## src/design/tlvd_pkg.sv

```systemverilog
// Shared types and constants for the TLV message deframer.
// No dependencies; every other design file imports this package.

package tlvd_pkg;

  localparam int unsigned QUEUE_DEPTH   = 4;
  localparam logic [15:0] MAX_LEN_RESET = 16'd64;
  localparam logic [10:0] COUNT_LIMIT   = 11'd1024;
  localparam logic [1:0]  HDR_LAST_BYTE = 2'd3;

  typedef enum logic [2:0] {
    KIND_DATA    = 3'd0,
    KIND_EMPTY   = 3'd1,
    KIND_DONE    = 3'd2,
    KIND_LEN_ERR = 3'd3,
    KIND_OVERRUN = 3'd4
  } result_kind_e;

  typedef enum logic [2:0] {
    PH_HEADER = 3'b001,
    PH_DATA   = 3'b010,
    PH_SKIP   = 3'b100
  } phase_e;

  // One queue entry holds everything one input word produces: an optional
  // primary result and an optional frame-end result.
  typedef struct packed {
    logic         prim_valid;
    result_kind_e prim_kind;
    logic         tail_valid;
    logic         tail_overrun;
    logic [15:0]  topic;
    logic [15:0]  length;
    logic [7:0]   data;
    logic [15:0]  index;
    logic         last_of_msg;
    logic [10:0]  count;
  } entry_t;

endpackage

```

## src/design/tlvd_front.sv

```systemverilog
// Front end of the TLV deframer: header parsing, message tracking and
// classification of each input word into a queue entry. Uses tlvd_pkg.

module tlvd_front (
  input  logic             clk_i,
  input  logic             rst_ni,
  input  logic             cfg_we_i,
  input  logic [15:0]      cfg_data_i,
  input  logic             accept_i,
  input  logic [7:0]       data_byte_i,
  input  logic             last_of_frame_i,
  output logic             enq_o,
  output tlvd_pkg::entry_t entry_o
);
  import tlvd_pkg::*;

  logic [15:0] max_len_q;
  phase_e      phase_q, phase_d;
  logic [1:0]  hdr_cnt_q, hdr_cnt_d;
  logic [15:0] topic_q, topic_d;
  logic [15:0] length_q, length_d;
  logic [15:0] seen_q, seen_d;
  logic [10:0] done_q, done_d;
  logic [10:0] done_inc;
  logic        last_byte;

  assign done_inc  = (done_q < COUNT_LIMIT) ? done_q + 11'd1 : done_q;
  assign last_byte = ({1'b0, seen_q} + 17'd1) == {1'b0, length_q};

  always_comb begin
    phase_d   = phase_q;
    hdr_cnt_d = hdr_cnt_q;
    topic_d   = topic_q;
    length_d  = length_q;
    seen_d    = seen_q;
    done_d    = done_q;
    entry_o   = '0;
    entry_o.prim_kind = KIND_DATA;

    case (phase_q)
      PH_HEADER: begin
        if (hdr_cnt_q < 2'd2) begin
          topic_d = {topic_q[7:0], data_byte_i};
        end else begin
          length_d = {length_q[7:0], data_byte_i};
        end
        hdr_cnt_d = hdr_cnt_q + 2'd1;
        if (hdr_cnt_q == HDR_LAST_BYTE) begin
          if (topic_d == 16'd0) begin
            phase_d = PH_SKIP;
          end else if (length_d > max_len_q) begin
            entry_o.prim_valid = 1'b1;
            entry_o.prim_kind  = KIND_LEN_ERR;
            phase_d            = PH_SKIP;
          end else if (length_d == 16'd0) begin
            done_d                = done_inc;
            entry_o.prim_valid    = 1'b1;
            entry_o.prim_kind     = KIND_EMPTY;
            entry_o.last_of_msg   = 1'b1;
          end else begin
            seen_d  = 16'd0;
            phase_d = PH_DATA;
          end
        end
      end
      PH_DATA: begin
        entry_o.prim_valid  = 1'b1;
        entry_o.prim_kind   = KIND_DATA;
        entry_o.data        = data_byte_i;
        entry_o.index       = seen_q;
        entry_o.last_of_msg = last_byte;
        if (last_byte) begin
          done_d  = done_inc;
          phase_d = PH_HEADER;
        end
        seen_d = seen_q + 16'd1;
      end
      PH_SKIP: begin
        phase_d = PH_SKIP;
      end
      default: begin
        phase_d = PH_HEADER;
      end
    endcase

    entry_o.topic  = topic_d;
    entry_o.length = length_d;
    entry_o.count  = done_d;

    // The last word of a frame closes it and returns parsing to reset state.
    if (last_of_frame_i) begin
      entry_o.tail_valid   = 1'b1;
      entry_o.tail_overrun = (phase_d == PH_DATA);
      phase_d              = PH_HEADER;
      hdr_cnt_d            = 2'd0;
      topic_d              = 16'd0;
      length_d             = 16'd0;
      seen_d               = 16'd0;
      done_d               = 11'd0;
    end
  end

  assign enq_o = accept_i && (entry_o.prim_valid || entry_o.tail_valid);

  always_ff @(posedge clk_i or negedge rst_ni) begin
    if (!rst_ni) begin
      max_len_q <= MAX_LEN_RESET;
      phase_q   <= PH_HEADER;
      hdr_cnt_q <= 2'd0;
      topic_q   <= 16'd0;
      length_q  <= 16'd0;
      seen_q    <= 16'd0;
      done_q    <= 11'd0;
    end else begin
      if (cfg_we_i) begin
        max_len_q <= cfg_data_i;
      end
      if (accept_i) begin
        phase_q   <= phase_d;
        hdr_cnt_q <= hdr_cnt_d;
        topic_q   <= topic_d;
        length_q  <= length_d;
        seen_q    <= seen_d;
        done_q    <= done_d;
      end
    end
  end

endmodule

```

## src/design/tlvd_queue.sv

```systemverilog
// Short entry queue between the deframer front end and back end.
// Uses tlvd_pkg for the entry type.

module tlvd_queue #(
  parameter int unsigned Depth = tlvd_pkg::QUEUE_DEPTH
) (
  input  logic             clk_i,
  input  logic             rst_ni,
  input  logic             enq_i,
  input  tlvd_pkg::entry_t entry_i,
  input  logic             deq_i,
  output tlvd_pkg::entry_t head_o,
  output logic             full_o,
  output logic             nempty_o
);
  import tlvd_pkg::*;

  localparam int unsigned AW = (Depth > 1) ? $clog2(Depth) : 1;
  localparam int unsigned CW = $clog2(Depth + 1);

  entry_t          mem_q [Depth];
  logic [AW-1:0]   wr_ptr_q, rd_ptr_q;
  logic [CW-1:0]   count_q;
  logic            do_enq, do_deq;

  assign full_o   = (count_q == CW'(Depth));
  assign nempty_o = (count_q != '0);
  assign do_enq   = enq_i && !full_o;
  assign do_deq   = deq_i && nempty_o;
  assign head_o   = mem_q[rd_ptr_q];

  function automatic logic [AW-1:0] next_ptr(input logic [AW-1:0] ptr);
    next_ptr = (ptr == AW'(Depth - 1)) ? '0 : ptr + AW'(1);
  endfunction

  always_ff @(posedge clk_i) begin
    if (do_enq) begin
      mem_q[wr_ptr_q] <= entry_i;
    end
  end

  always_ff @(posedge clk_i or negedge rst_ni) begin
    if (!rst_ni) begin
      wr_ptr_q <= '0;
      rd_ptr_q <= '0;
      count_q  <= '0;
    end else begin
      if (do_enq) begin
        wr_ptr_q <= next_ptr(wr_ptr_q);
      end
      if (do_deq) begin
        rd_ptr_q <= next_ptr(rd_ptr_q);
      end
      if (do_enq && !do_deq) begin
        count_q <= count_q + CW'(1);
      end else if (do_deq && !do_enq) begin
        count_q <= count_q - CW'(1);
      end
    end
  end

endmodule

```

## src/design/tlvd_back.sv

```systemverilog
// Back end of the TLV deframer: unpacks each queue entry into one or two
// result words and drives the result ports. Uses tlvd_pkg.

module tlvd_back (
  input  logic             clk_i,
  input  logic             rst_ni,
  input  tlvd_pkg::entry_t head_i,
  input  logic             nempty_i,
  input  logic             pop_i,
  output logic             deq_o,
  output logic             empty_o,
  output logic [2:0]       result_kind_o,
  output logic [15:0]      msg_topic_o,
  output logic [15:0]      message_length_o,
  output logic [7:0]       out_byte_o,
  output logic [15:0]      byte_index_o,
  output logic             last_of_message_o,
  output logic [10:0]      message_count_o,
  output logic             last_result_o
);
  import tlvd_pkg::*;

  logic second_q;
  logic sel_tail;
  logic take;
  logic done_sel;

  // Once the primary word of an entry is taken, the frame-end word follows.
  assign sel_tail = second_q || !head_i.prim_valid;
  assign take     = pop_i && nempty_i;
  assign deq_o    = take && (sel_tail || !head_i.tail_valid);
  assign done_sel = sel_tail && !head_i.tail_overrun;

  assign empty_o           = !nempty_i;
  assign result_kind_o     = sel_tail ? (head_i.tail_overrun ? KIND_OVERRUN : KIND_DONE)
                                      : head_i.prim_kind;
  assign msg_topic_o       = done_sel ? 16'd0 : head_i.topic;
  assign message_length_o  = done_sel ? 16'd0 : head_i.length;
  assign out_byte_o        = sel_tail ? 8'd0 : head_i.data;
  assign byte_index_o      = sel_tail ? 16'd0 : head_i.index;
  assign last_of_message_o = sel_tail ? 1'b0 : head_i.last_of_msg;
  assign message_count_o   = head_i.count;
  assign last_result_o     = sel_tail || !head_i.tail_valid;

  always_ff @(posedge clk_i or negedge rst_ni) begin
    if (!rst_ni) begin
      second_q <= 1'b0;
    end else if (deq_o) begin
      second_q <= 1'b0;
    end else if (take) begin
      second_q <= 1'b1;
    end
  end

endmodule

```

## src/design/tlv_message_deframer.sv

```systemverilog
// Top level of the TLV message deframer.
// Instantiates tlvd_front, tlvd_queue and tlvd_back; uses tlvd_pkg.

// The deframer takes one payload word per clock cycle, with no gaps needed
// between words, and a word is accepted in the cycle it is pushed unless the
// entry queue (QueueDepth entries) is full. Each accepted word is parsed in
// that same cycle and leaves one queue entry when it gives any result; the
// result side then presents one result per cycle, so a word that gives two
// results (a data word, or a header word with a result, that also ends the
// frame) holds the queue head for two pops. Results appear on the ports in
// the cycle after the word that caused them at the earliest. The maximum
// message length register should be written only while the block is idle.

module tlv_message_deframer #(
  parameter int unsigned QueueDepth = tlvd_pkg::QUEUE_DEPTH
) (
  input  logic        clk_i,
  input  logic        rst_ni,
  input  logic        cfg_we_i,
  input  logic [15:0] cfg_data_i,
  input  logic        push,
  output logic        full,
  input  logic [7:0]  data_byte_i,
  input  logic        last_of_frame_i,
  output logic        empty,
  input  logic        pop,
  output logic [2:0]  result_kind_o,
  output logic [15:0] msg_topic_o,
  output logic [15:0] message_length_o,
  output logic [7:0]  out_byte_o,
  output logic [15:0] byte_index_o,
  output logic        last_of_message_o,
  output logic [10:0] message_count_o,
  output logic        last_result_o
);
  import tlvd_pkg::*;

  logic   accept;
  logic   enq;
  logic   deq;
  logic   nempty;
  entry_t entry;
  entry_t head;

  assign accept = push && !full;

  tlvd_front u_front (
    .clk_i           (clk_i),
    .rst_ni          (rst_ni),
    .cfg_we_i        (cfg_we_i),
    .cfg_data_i      (cfg_data_i),
    .accept_i        (accept),
    .data_byte_i     (data_byte_i),
    .last_of_frame_i (last_of_frame_i),
    .enq_o           (enq),
    .entry_o         (entry)
  );

  tlvd_queue #(
    .Depth (QueueDepth)
  ) u_queue (
    .clk_i    (clk_i),
    .rst_ni   (rst_ni),
    .enq_i    (enq),
    .entry_i  (entry),
    .deq_i    (deq),
    .head_o   (head),
    .full_o   (full),
    .nempty_o (nempty)
  );

  tlvd_back u_back (
    .clk_i             (clk_i),
    .rst_ni            (rst_ni),
    .head_i            (head),
    .nempty_i          (nempty),
    .pop_i             (pop),
    .deq_o             (deq),
    .empty_o           (empty),
    .result_kind_o     (result_kind_o),
    .msg_topic_o       (msg_topic_o),
    .message_length_o  (message_length_o),
    .out_byte_o        (out_byte_o),
    .byte_index_o      (byte_index_o),
    .last_of_message_o (last_of_message_o),
    .message_count_o   (message_count_o),
    .last_result_o     (last_result_o)
  );

  // A word whose results are not finished keeps the result side non-empty.
  a_second_result_follows: assert property (@(posedge clk_i) disable iff (!rst_ni)
    (!empty && pop && !last_result_o) |=> !empty)
    else $error("second result of a word went missing");

  a_non_data_zero: assert property (@(posedge clk_i) disable iff (!rst_ni)
    (!empty && result_kind_o != KIND_DATA) |-> (out_byte_o == 8'd0 && byte_index_o == 16'd0))
    else $error("non-data result carries data byte or index");

  a_count_limit: assert property (@(posedge clk_i) disable iff (!rst_ni)
    !empty |-> (message_count_o <= COUNT_LIMIT))
    else $error("message count above saturation limit");

  a_full_empty: assert property (@(posedge clk_i) disable iff (!rst_ni)
    !(full && empty))
    else $error("queue reports full and empty together");

endmodule
```

## config.mk

```make
export PLATFORM = sky130hd
export DESIGN_NAME = tlv_message_deframer
export DESIGN_NICKNAME = d
export VERILOG_FILES = /design/src/design/tlvd_pkg.sv /design/src/design/tlvd_front.sv /design/src/design/tlvd_queue.sv /design/src/design/tlvd_back.sv /design/src/design/tlv_message_deframer.sv
export SDC_FILE = /design/constraint.sdc
export NUM_CORES = 1
export LEC_CHECK = 0
export BUFFER_PORTS_ARGS = -buffer_cell sky130_fd_sc_hd__buf_2
export CAP_MARGIN = 10
export CORE_UTILIZATION = 35
export CTS_CLUSTER_DIAMETER = 80
export DETAILED_ROUTE_END_ITERATION = 8
export PLACE_DENSITY = 0.58
export SLEW_MARGIN = 5
export SYNTH_ARGS = -nofsm -noshare
export SYNTH_HDL_FRONTEND = slang
export SYNTH_SLANG_ARGS = --single-unit
```

## constraint.sdc

```tcl
create_clock -name clk_i -period 12.52 [get_ports clk_i]
set_input_delay 0.626 -clock clk_i [delete_from_list [all_inputs] [get_ports clk_i]]
set_output_delay 0.626 -clock clk_i [all_outputs]
set_load 0.02 [all_outputs]
```

==> results by group <==
Status
  • Run status: completed

Synthesis
  • Mean Syn Cell Area: 14.7 um^2
  • Number of synthesized register bits: 380
  • Proportion of register bits with asynchronous set or reset after synthesis: 23.2%
  • Share of synthesized area occupied by flip-flops and latches: 64.3%
  • Area share of the largest cell type after synthesis: 51.4%
  • Most instantiated library cell after synthesis: edfxtp_1
  • Netlist area before placement: 17100 um^2
  • Yosys cell types: 73
  • Count of synthesis-stage warnings from yosys: 0
  • Gate Count Post-Synth: 1163
  • Dominant cells by area after synthesis: edfxtp_1, dfrtp_1, mux4_2
  • Most used flip-flop cell after synthesis: edfxtp_1
  • Post-synthesis net count: 1219
  • Biggest area consumer among synthesized cells: edfxtp_1
  • Most frequent cells after synthesis: edfxtp_1, dfrtp_1, o21ai_0
  • Number of enable flip-flop cells after synthesis: 292

Floorplan
  • Number of placement rows: 80
  • Full die area: around 50000 um^2
  • Vertical die dimension: 223 um
  • Effective utilization at floorplan: 35.6%
  • Number of top-level pins: 104
  • Standard cell core area: approximately 48000 um^2
  • Horizontal extent of the die: 223 um

Worst setup path
  • CP Data Arrival Time: 5.32 ns
  • Worst r2r dst: u_queue.mem_q[2][5]
  • CP max FO: 39
  • Crit path cell chain: buf_4 -> mux2i_1 -> inv_1 -> ha_1 -> nand4_1 -> nor3_1 -> a21boi_0 -> or4b_2 -> nand2_1 -> a21o_1 -> a31oi_2 -> and2_4 -> buf_4
  • Category of the worst setup path capture point: flop
  • Cell repeated most along the worst path: buf_4
  • Crit path required time: 12.70 ns
  • Reg2Reg Depth: 13
  • Type of the worst setup path: flop to flop
  • Slowest stage delay, CP: 0.78 ns
  • Worst R2R Setup Slack: 7.38 ns
  • Launching element type of the critical path: flop
  • Worst reg2reg startpoint: u_front.hdr_cnt_q[1]
  • Master of the slowest instance on the critical path: dfrtp_1

STA
  • Tmin final: 5.14 ns
  • Sum of negative setup slack: 0 ns
  • Setup violation total in the final timing report: 0
  • Final number of max-transition violations: 0
  • Normalized max-slew margin: 33.0%
  • Hold Slack: 0.265 ns
  • Number of hold violations in the final report: 0
  • Highest clock frequency the design can meet: 195 MHz
  • Final Cycle Share: about two fifths
  • Clock tree skew after final layout: between 0.02 and 0.025 ns
  • Transition at the pin with the smallest max-transition slack: 1.01 ns
  • RSZ-0062 raised after global routing: false

Cells and area
  • Layout cell share with drive strength beyond 1: 23.5%
  • Area of the multi-input gates: 5680 um^2
  • Reg area: 11000 um^2
  • Layout Nets: 1318
  • Number of standard cells in the layout, taps in and fillers out: 1911
  • Fill cell total of the finished layout: 4398
  • Area of all placed cells without fillers: 19700 um^2
  • Post-synthesis to final-layout area growth: 15.1%

Drt
  • Detailed Route Iter0 Violations: 739
  • DRT antenna net count: 0
  • Routed wirelength normalized by instance count: 21.7 um
  • Total via count after detailed routing: 10200
  • Number of detailed-routing iterations run before antenna repair: 5
  • Final routed wirelength across all metal layers: ~42 mm
  • Number of vias per cell after detailed routing: 5.35
  • # DRC: 0

CTS
  • Clk Latency, worst-skew pair: 0.56 ns
  • Clock transition at the registers of the reported paths: around 0.06 ns
  • TritonCTS Buffers: 41
  • Number of buffers added for setup after CTS: 0
  • Number of hold buffers added after cts: 1
  • Root Driver: clkbuf_16
  • Maximum number of buffers from clock root to sink: 3
  • TritonCTS clock tree: built
  • Number of H-tree branching levels: 2
  • Clock Sinks: 380
  • Post-CTS resize count: 0

Pwr
  • Cell Pwr Density: 225 nW/um^2
  • Cell leakage power: 7.30 nW
  • Peak supply drop: 0.0000810 V

GRT
  • Total congestion overflow: 0
  • Global Route Usage Sum: 16.9%
  • Via count of the first global-routing pass: 10100
  • Largest net degree at the start of global routing: 73
  • First-pass GRT wire length: between 60 and 70 mm
  • Antenna violations before repair: 0

Worst hold path
  • Hold Path Class: primary input to flop
  • Hold worst-path end: u_front.max_len_q[7]
  • Worst hold stages: 3
  • Critical hold path startpoint: cfg_data_i[7]

Job
  • Max-cap violation count: 0

Placed design
  • Cell count after placement: 1833
  • Cell area after placement: between 15000 and 20000 um^2
  • Weighted congestion reported at the end of routability-driven placement: 0.891
  • PortBufs: 103
  • HPWL Detailed: 27.3 mm
[routing by layer]
layer | wire length, um | up-vias | GRT usage (%)
li1 | - | 4648 | -
met1 | 19300 | 5224 | 24.8
met2 | 19200 | 308 | 25.9
met3 | 2300 | 45 | 3.33
met4 | 699 | 0 | 4.07
met5 | 0 | - | 0
[worst max-delay path: cells and delay by family, from the launching register on]
kind / cells / cell delay (ns)
multiplexers: 1 / 0.28
buffers and inverters: 3 / 1.10
AO/OA/AOI/OAI: 3 / 0.84
AND/OR/NAND/NOR: 5 / 1.40
adder cells (fa/ha/maj): 1 / 0.30
flip-flops: 1 / 0.78
[per-stage QoR]
stage / util [%] / setup WS [ns] / power (W)
final: 41.0 / 7.38 / 0.00442
after global placement: 38.1 / 7.55 / 0.00323
after detailed placement: 38.1 / 7.43 / 0.00325
after global routing: 41.0 / 7.03 / 0.00466
after floorplan: - / 7.23 / 0.00274
after CTS: 41.0 / 7.41 / 0.00450
[cell type report]
type / count / area share (%)
flip-flops and latches: 380 / 55.9
multi-input cells: 672 / 28.9
clock buffers: 63 / 6.11
well taps: 615 / 3.92
repair buffers: 120 / 3.30
clock inverters: 13 / 0.987
inverters: 47 / 0.898
diodes: 1 / 0.0127
[state kept, by name (all words and copies together), names as in the netlist]
name / flops
u_front.topic_q: 16
u_back.second_q: 1
u_queue.mem_q: 292
u_front.hdr_cnt_q: 2
u_front.done_q: 11
u_front.length_q: 16
u_queue.count_q: 3
u_queue.rd_ptr_q: 2
u_queue.wr_ptr_q: 2
u_front.max_len_q: 16
u_front.seen_q: 16
u_front.phase_q: 3
[how the worst max path moves through the flow]
stage / cells after the start / start / end
after floorplan: 14 / u_front.hdr_cnt_q[1] / u_queue.mem_q[0][0]
after global placement: 13 / u_front.hdr_cnt_q[1] / u_queue.mem_q[3][55]
after detailed placement: 13 / u_front.hdr_cnt_q[1] / u_queue.mem_q[2][36]
after CTS: 13 / u_front.hdr_cnt_q[1] / u_queue.mem_q[3][73]
after global routing: 13 / u_front.hdr_cnt_q[1] / u_queue.mem_q[2][54]
final: 13 / u_front.hdr_cnt_q[1] / u_queue.mem_q[2][5]
[power breakdown]
part           internal, W  switching, W  leakage (nW)
clock network     0.000748      0.000490         0.680
logic             0.000595      0.000883          2.74
registers          0.00158      0.000124          3.88
total              0.00292       0.00150          7.30
[cell families after synthesis]
family	count (synthesis)	share of synthesized area, %
compound gates	187	7.53
xor+xnor	21	1.08
fa+ha+maj	26	1.95
buf+inv	111	2.56
flops	380	64.3
mux	115	12.3
simple gates	323	10.3
[cells in the final DEF, fill, tap and decap left out, drive strengths merged, types with 25 or more instances in the layout]
cell type | netlist | routed
nand2 | 75 | 75
clkbuf | 44 | 63
ha | 25 | 25
inv | 44 | 46
and2 | 28 | 28
o21ai | 79 | 79
nor2b | 66 | 66
nor2 | 52 | 52
dfrtp | 86 | 86
mux4 | 73 | 73
buf | 20 | 119
a22o | 34 | 34
edfxtp | 292 | 292
Note: power is estimated with default switching activity, not from simulation.
